### config.mk
export PLATFORM = sky130hd
export DESIGN_NAME = aptu_ram
export DESIGN_NICKNAME = d
export VERILOG_FILES = /design/src/rtl/affine_point_transform_unit_defines.svh /design/src/rtl/aptu_ram.sv
export SDC_FILE = /design/constraint.sdc
export NUM_CORES = 1
export LEC_CHECK = 0
export BUFFER_PORTS_ARGS = -buffer_cell sky130_fd_sc_hd__buf_2
export CORE_UTILIZATION = 50
export CTS_BUF_LIST = sky130_fd_sc_hd__clkbuf_8 sky130_fd_sc_hd__clkbuf_16
export DETAILED_ROUTE_END_ITERATION = 8
export PLACE_DENSITY = 0.7
export SLEW_MARGIN = 10
export SYNTH_ARGS = -nofsm -noshare
export SYNTH_HDL_FRONTEND = slang
export SYNTH_SLANG_ARGS = --single-unit
export TNS_END_PERCENT = 30
### constraint.sdc
create_clock -name i_clk -period 7.6 [get_ports i_clk]
set_input_delay 0.76 -clock i_clk [delete_from_list [all_inputs] [get_ports i_clk]]
set_output_delay 0.76 -clock i_clk [all_outputs]
set_load 0.01 [all_outputs]
### src/rtl/affine_point_transform_unit_defines.svh
// assertion macros shared by the affine point transform rtl
`ifndef AFFINE_POINT_TRANSFORM_UNIT_DEFINES_SVH
`define AFFINE_POINT_TRANSFORM_UNIT_DEFINES_SVH

// same-cycle implication, checked out of reset
`define APTU_ASSERT_IMPLY(label, ante, cons) \
    label: assert property (@(posedge i_clk) disable iff (!i_rst_n) (ante) |-> (cons)) \
        else $error("aptu check failed");

// next-cycle implication, checked out of reset
`define APTU_ASSERT_NEXT(label, ante, cons) \
    label: assert property (@(posedge i_clk) disable iff (!i_rst_n) (ante) |=> (cons)) \
        else $error("aptu check failed");

`endif

### src/rtl/aptu_ram.sv
// generic single-write single-read ram with registered read
`timescale 1ns / 1ps
module aptu_ram #(
    parameter int WIDTH = 32,
    parameter int DEPTH = 4
) (
    input  logic                                     i_clk,
    input  logic                                     i_wr_en,
    input  logic [(DEPTH > 1 ? $clog2(DEPTH) : 1)-1:0] i_wr_addr,
    input  logic [WIDTH-1:0]                         i_wr_data,
    input  logic                                     i_rd_en,
    input  logic [(DEPTH > 1 ? $clog2(DEPTH) : 1)-1:0] i_rd_addr,
    output logic [WIDTH-1:0]                         o_rd_data
);

    logic [WIDTH-1:0] r_mem [DEPTH];
    logic [WIDTH-1:0] r_rd_data;

    always_ff @(posedge i_clk) begin
        if (i_wr_en) begin
            r_mem[i_wr_addr] <= i_wr_data;
        end
        if (i_rd_en) begin
            r_rd_data <= r_mem[i_rd_addr];
        end
    end

    assign o_rd_data = r_rd_data;

endmodule

==> qor.yml, run 1 <==
clock_network:
  cts-root-buf: "clkbuf_16"
  postCtsSetupBuffers: 0
  cts-hold-fix-buffers: 0
  clkTransAtPathRegs_ns: 0.06
  htreeDepth: 4
  cts_tree: "built"
  clk_latency_ns: 0.41
  cts-buffers-inserted: 17
  clock_path_buffers: 2
  clock-sinks: 160
  ctsResizeCount: 0
logic_synthesis:
  yosys.area_share.simple_pct: 0.5536
  yosysTopAreaCell: "edfxtp_1"
  synthMuxAreaShare_pct: 12.89
  synth_top_family_by_area: "multiplexers"
  synthMostInstantiatedCell: "edfxtp_1"
  synthAdderAreaFrac_pct: 0
  syn_inst: 203
  ys_async_sr_fraction_pct: 0
  ys_seq_area_share_pct: 85.03
  synth_fp_nets: 242
  synth_cell_types: 9
  synth.area.top_cells: "edfxtp_1 (85%), mux4_2 (12%), buf_12 (1.1%), mux4_1 (0.93%), and3b_1 (0.31%)"
  ys_dominant_reg_cell: "edfxtp_1"
  synth-xor-area-share_pct: 0
  synthTopCellsByCount: "edfxtp_1 (160), mux4_2 (30), buf_12 (3), buf_2 (3)"
  synth_edf_count: 160
  avgSynthCellArea_sq_um: 27.83
  yosys_warnings: 0
  synthesis.area_sq_um: 5650
  synth_compound_area_share_pct: 0
  ys_ff_latch: 160
  synth_top_area_share_pct: 85.03
critical_path:
  path_delay_family: "multiplexers"
  slowest_stage: "mux4_1"
  cp.buffers_inverters: 2
  cp-end-kind: "flop"
  crit_path_max_fanout: 32
  crit_arrival_ns: 2.01
  cp_data_required_time_ns: 7.75
  critical_path_class: "in -> reg"
  slowest_delay_ns: 0.63
  cp_cell_sequence: "buf_2, buf_4, mux4_1"
  start_kind: "input port"
pwr:
  power.density_nw_per_um2: 293.2
  leakagePower_nw: 2.285
  vdd_drop_max_v: 0.0002107
  finalPower_mw: 1.965
drt:
  vias_per_cell: 5.400
  drt-wirelength-per-cell_microns: 19.78
  dr.pass1.iters: 4
  drtIter0Drc: 115
  drc: 0
  vias: 2365
  totalWireLength_mm: 8.662
  ant_nets: 0
die:
  core_area_sq_um: 10940
  die_w_microns: 108.3
  pin_count: 71
  fp.dieH_microns: 108.3
  num_rows: 38
  initial_core_util_pct: 51.67
  die_area_sq_um: 11730
place:
  gp_congestion: 0.6303
  place_inst: 408
  port-buffer-count: 70
  dpl_worst_slack_ns: 5.281
flow_run:
  cap_violations: 0
timing:
  clock_skew_ns: 0.006637
  tightest_slew_ns: 0.8866
  finalSetupTns_ns: 0
  slew_violations: 0
  setup_ws_ns: 5.738
  period_needed_ns: 1.862
  fmax_mhz: 537.1
  rsz0062_at_grt: "false"
  hold_viol: 0
  setup_violations: 0
  post-route-period-util_pct: 24.50
  relSlewSlack_pct: 40.89
global_route:
  grtUsageMet1_pct: 20.49
  grtUsageTotal_pct: 16.36
  grt_pass1_vias: 2437
  use_met2_pct: 26.62
  busiest_layer: "met2"
  grt_antenna_before_repair: 0
  grt_pass1_wl_mm: 13.12
  overflow: 0
  gr-usage-met3_pct: 5.967
  grt_max_degree: 33
status:
  status: "finished clean"
layout:
  diodes: 0
  fin_nets: 326
  instances_no_fill: 438
  drive_above_1_share_pct: 44.97
  syn_to_final_growth_pct: 18.62
min_path:
  min_path_type: "in -> reg"
worst paths after layout:
path / depth (start not counted) / from / slack [ns] / end
setup / recovery: 3 / i_rd_addr[0] / 5.74 / o_rd_data[31]
hold / removal: 1 / i_wr_data[17] / 0.57 / r_mem[3][17]
setup reg to reg: 1 / r_mem[3][20] / 6.49 / o_rd_data[20]
hold reg to reg: 1 / r_mem[0][31] / 0.62 / o_rd_data[31]
per-stage QoR:
| step | instance area [sq um] | utilization [%] | hold slack, ns |
|---|---|---|---|
| after global routing | 6703 | 61.29 | 0.5415 |
| final | 6703 | 61.29 | 0.5669 |
| after global placement | 6113 | 55.90 | 0.5999 |
| after floorplan | 5650 | - | 0.5932 |
| after CTS | 6703 | 61.29 | 0.5490 |
| after detailed placement | 6113 | 55.90 | 0.6049 |
routing by layer:
| layer | vias to the layer above | part of all wire, % |
|---|---|---|
| met1 | 1237 | 43 |
| li1 | 1049 | - |
| met4 | 0 | 1.2 |
| met3 | 8 | 5.2 |
| met5 | - | 0 |
| met2 | 71 | 51 |
registers in the layout, summed over array words and instances, names as in the netlist:
register	flops
r_mem	128
o_rd_data	32
placed cells by master, fill, tap and decap left out, drive strengths merged:
cell	Yosys	layout
bufinv	0	3
edfxtp	160	160
and3b	2	2
buf	7	72
mux4	32	32
inv	0	3
clkbuf	0	17
nor3b	1	1
clkinvlp	0	3
and3	1	1
clkinv	0	4
power breakdown:
group | internal [mW] | switching, mW
combinational | 0.0414 | 0.0486
clock | 0.514 | 0.323
sequential | 1.03 | 0.0115
logic make-up after synthesis:
kind of cell,count (synthesis)
muxes,32
buffers and inverters,7
and+or+nand+nor,4
DFF,160
cell type report:
class	count	area [sq um]
fill	771	4233
clock inverter	13	163.9
clock buffer	17	425.4
tap	140	175.2
timing repair buffer	72	365.4
sequential	160	4805
multi-input combinational	36	768.2
No activity file was read; power rests on OpenSTA's default activity.
==> inputs of run 2 (changes only) <==
==> constraint.sdc (replaced) <==
create_clock -name i_clk -period 1.9 [get_ports i_clk]
set_input_delay 0.19 -clock i_clk [delete_from_list [all_inputs] [get_ports i_clk]]
set_output_delay 0.19 -clock i_clk [all_outputs]
set_load 0.01 [all_outputs]
==> run 2 against run 1 <==
Compared with the run above:
- wire length up 6.1%
- sequential cell count stayed put
- count of clock-buffer cells in the layout unchanged
- utilization is 4.2 points higher
- sequential power rose to 4.0 times the previous value
- combinational power rose to 4.9 times the previous value
- design area is 6.8% higher
- clock skew rose by 0.0033 ns
- clock power increased to 4.2 times the previous value
==> qor.yml, run 2 (synthesis gave the netlist of run 1 again) <==
clock_network:
  htreeDepth: 4
  clock_path_buffers: 2
  cts_tree: "built"
  clock-sinks: 160
  postCtsSetupBuffers: 0
  cts-root-buf: "clkbuf_16"
  clk_latency_ns: 0.41
  clkTransAtPathRegs_ns: 0.06
  cts-buffers-inserted: 17
place:
  place_inst: 414
  dp_hpwl_mm: 5.048
  port-buffer-count: 70
  gp_congestion: 0.6380
  dpl_worst_slack_ns: 0.4339
timing:
  finalSetupTns_ns: 0
  setup_violations: 0
  clock_skew_ns: 0.009932
  rsz0062_at_grt: "false"
  relSlewSlack_pct: 65.95
  setup_ws_ns: 0.7450
  hold_viol: 0
  tightest_slew_ns: 0.5108
  fmax_mhz: 865.8
  slew_violations: 0
  post-route-period-util_pct: 60.79
  holdWs_ns: 0.01855
  period_needed_ns: 1.155
critical_path:
  cp-end-kind: "output pin"
  slowest_stage: "edfxtp_1"
  cp_cell_sequence: "buf_2"
  cp.buffers_inverters: 1
  path_delay_family: "flip-flops"
  start_kind: "flop"
  cp_data_required_time_ns: 1.71
  slowest_delay_ns: 0.40
  critical_path_class: "reg -> out"
  crit_path_max_fanout: 1
  crit_arrival_ns: 0.96
layout:
  largest_reg_flops: 128
  fin_nets: 360
  multiInputGateArea_sq_um: 774.5
  finalCoreUtilization_pct: 65.46
  diodes: 0
  largest_register: "r_mem"
  instances_no_fill: 474
  seq_area_sq_um: 4805
  drive_above_1_share_pct: 41.32
  layout_commonest_cell: "edfxtp_1"
  nFillCells: 718
  syn_to_final_growth_pct: 26.68
  final_cell_mix: "edfxtp_1 (160), buf_2 (70), mux4_2 (30)"
status:
  status: "finished clean"
min_path:
  min_path_type: "in -> reg"
die:
  die_area_sq_um: 11730
  num_rows: 38
  core_area_sq_um: 10940
  die_w_microns: 108.3
  initial_core_util_pct: 51.67
  fp.dieH_microns: 108.3
  pin_count: 71
pwr:
  power.density_nw_per_um2: 1135
  vdd_drop_max_v: 0.0006588
  leakagePower_nw: 2.486
drt:
  vias_per_cell: 5.238
  ant_nets: 0
  drtIter0Drc: 100
  totalWireLength_mm: 9.187
  drt-wirelength-per-cell_microns: 19.38
  dr.pass1.iters: 4
  drc: 0
  vias: 2483
global_route:
  grt_max_degree: 33
  grt_pass1_wl_mm: 13.88
  grt_antenna_before_repair: 0
  overflow: 0
  grtUsageTotal_pct: 17.43
  grt_pass1_vias: 2595
flow_run:
  cap_violations: 0
run 2: cell count changes in the layout (fill, tap and decap cells not counted), moves of 2 or more:
cell / delta
inv_1: +2
bufinv_16: +2
inv_6: -3
clkinv_1: +2
clkinv_4: -2
dlygate4sd3_1: +28
buf_12: +7
run 2: routing by layer:
metal | track usage [%] | up-vias | wire length [microns]
met2 | 28.98 | 66 | 4877
met4 | 8.977 | 0 | 146
met3 | 4.882 | 11 | 343
li1 | - | 1120 | -
met5 | 0 | - | 0
met1 | 20.92 | 1286 | 3819
run 2: cell type report:
| cell class | count | area share [%] |
|---|---|---|
| flip-flops and latches | 160 | 67.12 |
| repair buffers | 106 | 10.87 |
| multi-input cells | 36 | 10.82 |
| clock buffers | 17 | 5.943 |
| clock inverters | 15 | 2.797 |
| well taps | 140 | 2.447 |
run 2: power breakdown:
part           total (mW)  internal, mW  switching, mW
Sequential           4.15          4.11         0.0465
Clock                3.53          2.30           1.24
Combinational       0.438         0.227          0.211
run 2: repair_timing:
item,4_1_cts,5_1_grt
hold buffers,28,0
endpoints found under the hold margin,112,0
gates resized for setup,0,0
run 2: through the flow:
stage | instance area, sq um | power [mW]
floorplan | 5662 | 4.424
global placement | 6252 | 4.603
detailed placement | 6252 | 4.627
CTS | 7158 | 8.214
global route | 7158 | 8.386
finish | 7158 | 8.123
run 2: final timing paths:
check / end / slack (ns) / from / cells after the start
hold reg to reg: o_rd_data[31] / 0.63 / r_mem[3][31] / 1
setup / recovery: o_rd_data[30] / 0.75 / o_rd_data[30] / 1
setup reg to reg: o_rd_data[8] / 0.77 / r_mem[2][8] / 1
hold / removal: r_mem[1][13] / 0.02 / i_wr_data[13] / 1
==> inputs of run 3 (changes only) <==
==> constraint.sdc (replaced) <==
create_clock -name i_clk -period 1.2 [get_ports i_clk]
set_input_delay 0.12 -clock i_clk [delete_from_list [all_inputs] [get_ports i_clk]]
set_output_delay 0.12 -clock i_clk [all_outputs]
set_load 0.01 [all_outputs]
==> run 3 against run 2 <==
Compared with the run above:
- critical path type is now reg -> reg
- wire length increased by 2.9%
- worst setup slack got worse by 0.68 ns
- die area unchanged
- sequential power increased by 59%
- hold slack improved by 0.17 ns
- sequential cell count unchanged
- design area increased by 0.82%
- combinational power increased by 65%
- global-route usage increased by 0.74 points
- clock power increased by 53%
==> qor.yml, run 3 (synthesis gave the netlist of run 1 again) <==
status:
  status: "finished clean"
place:
  dpl_worst_slack_ns: -0.1453
  place_inst: 418
  port-buffer-count: 70
  gp_congestion: 0.6275
  dp_hpwl_mm: 5.268
  dpl_cell_area_sq_um: 6295
die:
  pin_count: 71
  die_w_microns: 108.3
  num_rows: 38
  initial_core_util_pct: 51.67
  fp.dieH_microns: 108.3
  core_area_sq_um: 10940
  die_area_sq_um: 11730
critical_path:
  start_kind: "flop"
  crit_arrival_ns: 1.29
  cp_data_required_time_ns: 1.35
  path_delay_family: "multiplexers"
  crit_path_max_fanout: 1
  cp.buffers_inverters: 0
  slowest_stage: "mux4_2"
  slowest_delay_ns: 0.48
  critical_path_class: "reg -> reg"
  cp_cell_sequence: "mux4_2"
  cp-end-kind: "flop"
clock_network:
  cts-root-buf: "clkbuf_16"
  clk_latency_ns: 0.41
  ctsResizeCount: 0
  clock-sinks: 160
  htreeDepth: 4
  cts_tree: "built"
  cts-buffers-inserted: 17
  clkTransAtPathRegs_ns: 0.06
  postCtsSetupBuffers: 0
  cts-hold-fix-buffers: 32
  clock_path_buffers: 2
layout:
  largest_reg_flops: 128
  finalCoreUtilization_pct: 66.00
  diodes: 0
  instances_no_fill: 482
  multiInputGateArea_sq_um: 774.5
  layout_commonest_cell: "edfxtp_1"
  largest_register: "r_mem"
  seq_area_sq_um: 4805
  fin_nets: 368
  syn_to_final_growth_pct: 27.72
  final_cell_area_sq_um: 7217
  nFillCells: 730
  drive_above_1_share_pct: 42.40
  final_cell_mix: "edfxtp_1 (160), buf_2 (70), dlygate4sd3_1 (32)"
timing:
  setup_violations: 0
  hold_viol: 0
  tightest_slew_ns: 0.2194
  relSlewSlack_pct: 85.37
  clock_skew_ns: 0.007956
  setup_ws_ns: 0.06107
  slew_violations: 0
  period_needed_ns: 1.139
  post-route-period-util_pct: 94.91
  fmax_mhz: 878.0
  rsz0062_at_grt: "false"
  holdWs_ns: 0.1901
drt:
  drtIter0Drc: 158
  vias_per_cell: 5.355
  totalWireLength_mm: 9.458
  ant_nets: 0
  dr.pass1.iters: 4
  drt-wirelength-per-cell_microns: 19.62
  vias: 2581
  drc: 0
pwr:
  leakagePower_nw: 2.528
  power.density_nw_per_um2: 1761
  vdd_drop_max_v: 0.001320
global_route:
  grt_pass1_vias: 2706
  grt_pass1_wl_mm: 14.59
  overflow: 0
  grt_max_degree: 33
  grtUsageTotal_pct: 18.17
  grt_antenna_before_repair: 0
min_path:
  min_path_type: "in -> reg"
flow_run:
  cap_violations: 0
run 3: per-layer routing:
layer | vias to the layer above | share of wire [%] | GRT usage, %
met3 | 13 | 5.8 | 5.726
met1 | 1341 | 42 | 23.25
met5 | - | 0 | 0
met2 | 90 | 51 | 29.07
li1 | 1137 | - | -
met4 | 0 | 1.2 | 7.529
run 3: area by class of cell:
type / instances / area share (%)
sequential: 160 / 66.57
timing repair buffer: 114 / 11.93
multi-input combinational: 36 / 10.73
clock buffer: 17 / 5.895
clock inverter: 15 / 2.445
tap: 140 / 2.427
run 3: path summary, 6_finish.rpt:
check                                   from            end  slack, ns  depth (start not counted)
worst max-delay path            r_mem[0][18]  o_rd_data[18]       0.06                          1
worst min register to register  r_mem[3][14]  o_rd_data[14]       0.63                          1
worst min-delay path                 i_rd_en   o_rd_data[5]       0.19                          2
worst max register to register  r_mem[0][18]  o_rd_data[18]       0.06                          1
run 3: where the power goes:
part           leakage, nW  switching, mW  internal (mW)
logic                0.737          0.341          0.382
registers             1.49         0.0770           6.50
clock network        0.302           1.98           3.43
total                 2.53           2.40           10.3
run 3: per-stage QoR:
| stage | setup TNS [ns] | total power [mW] |
|---|---|---|
| 2_1_floorplan | -17.96 | 7.005 |
| 3_3_place_gp | -2.665 | 7.310 |
| 3_5_place_dp | -2.999 | 7.345 |
| 4_1_cts | 0 | 12.79 |
| 5_1_grt | 0 | 13.08 |
| 6_report | 0 | 12.71 |
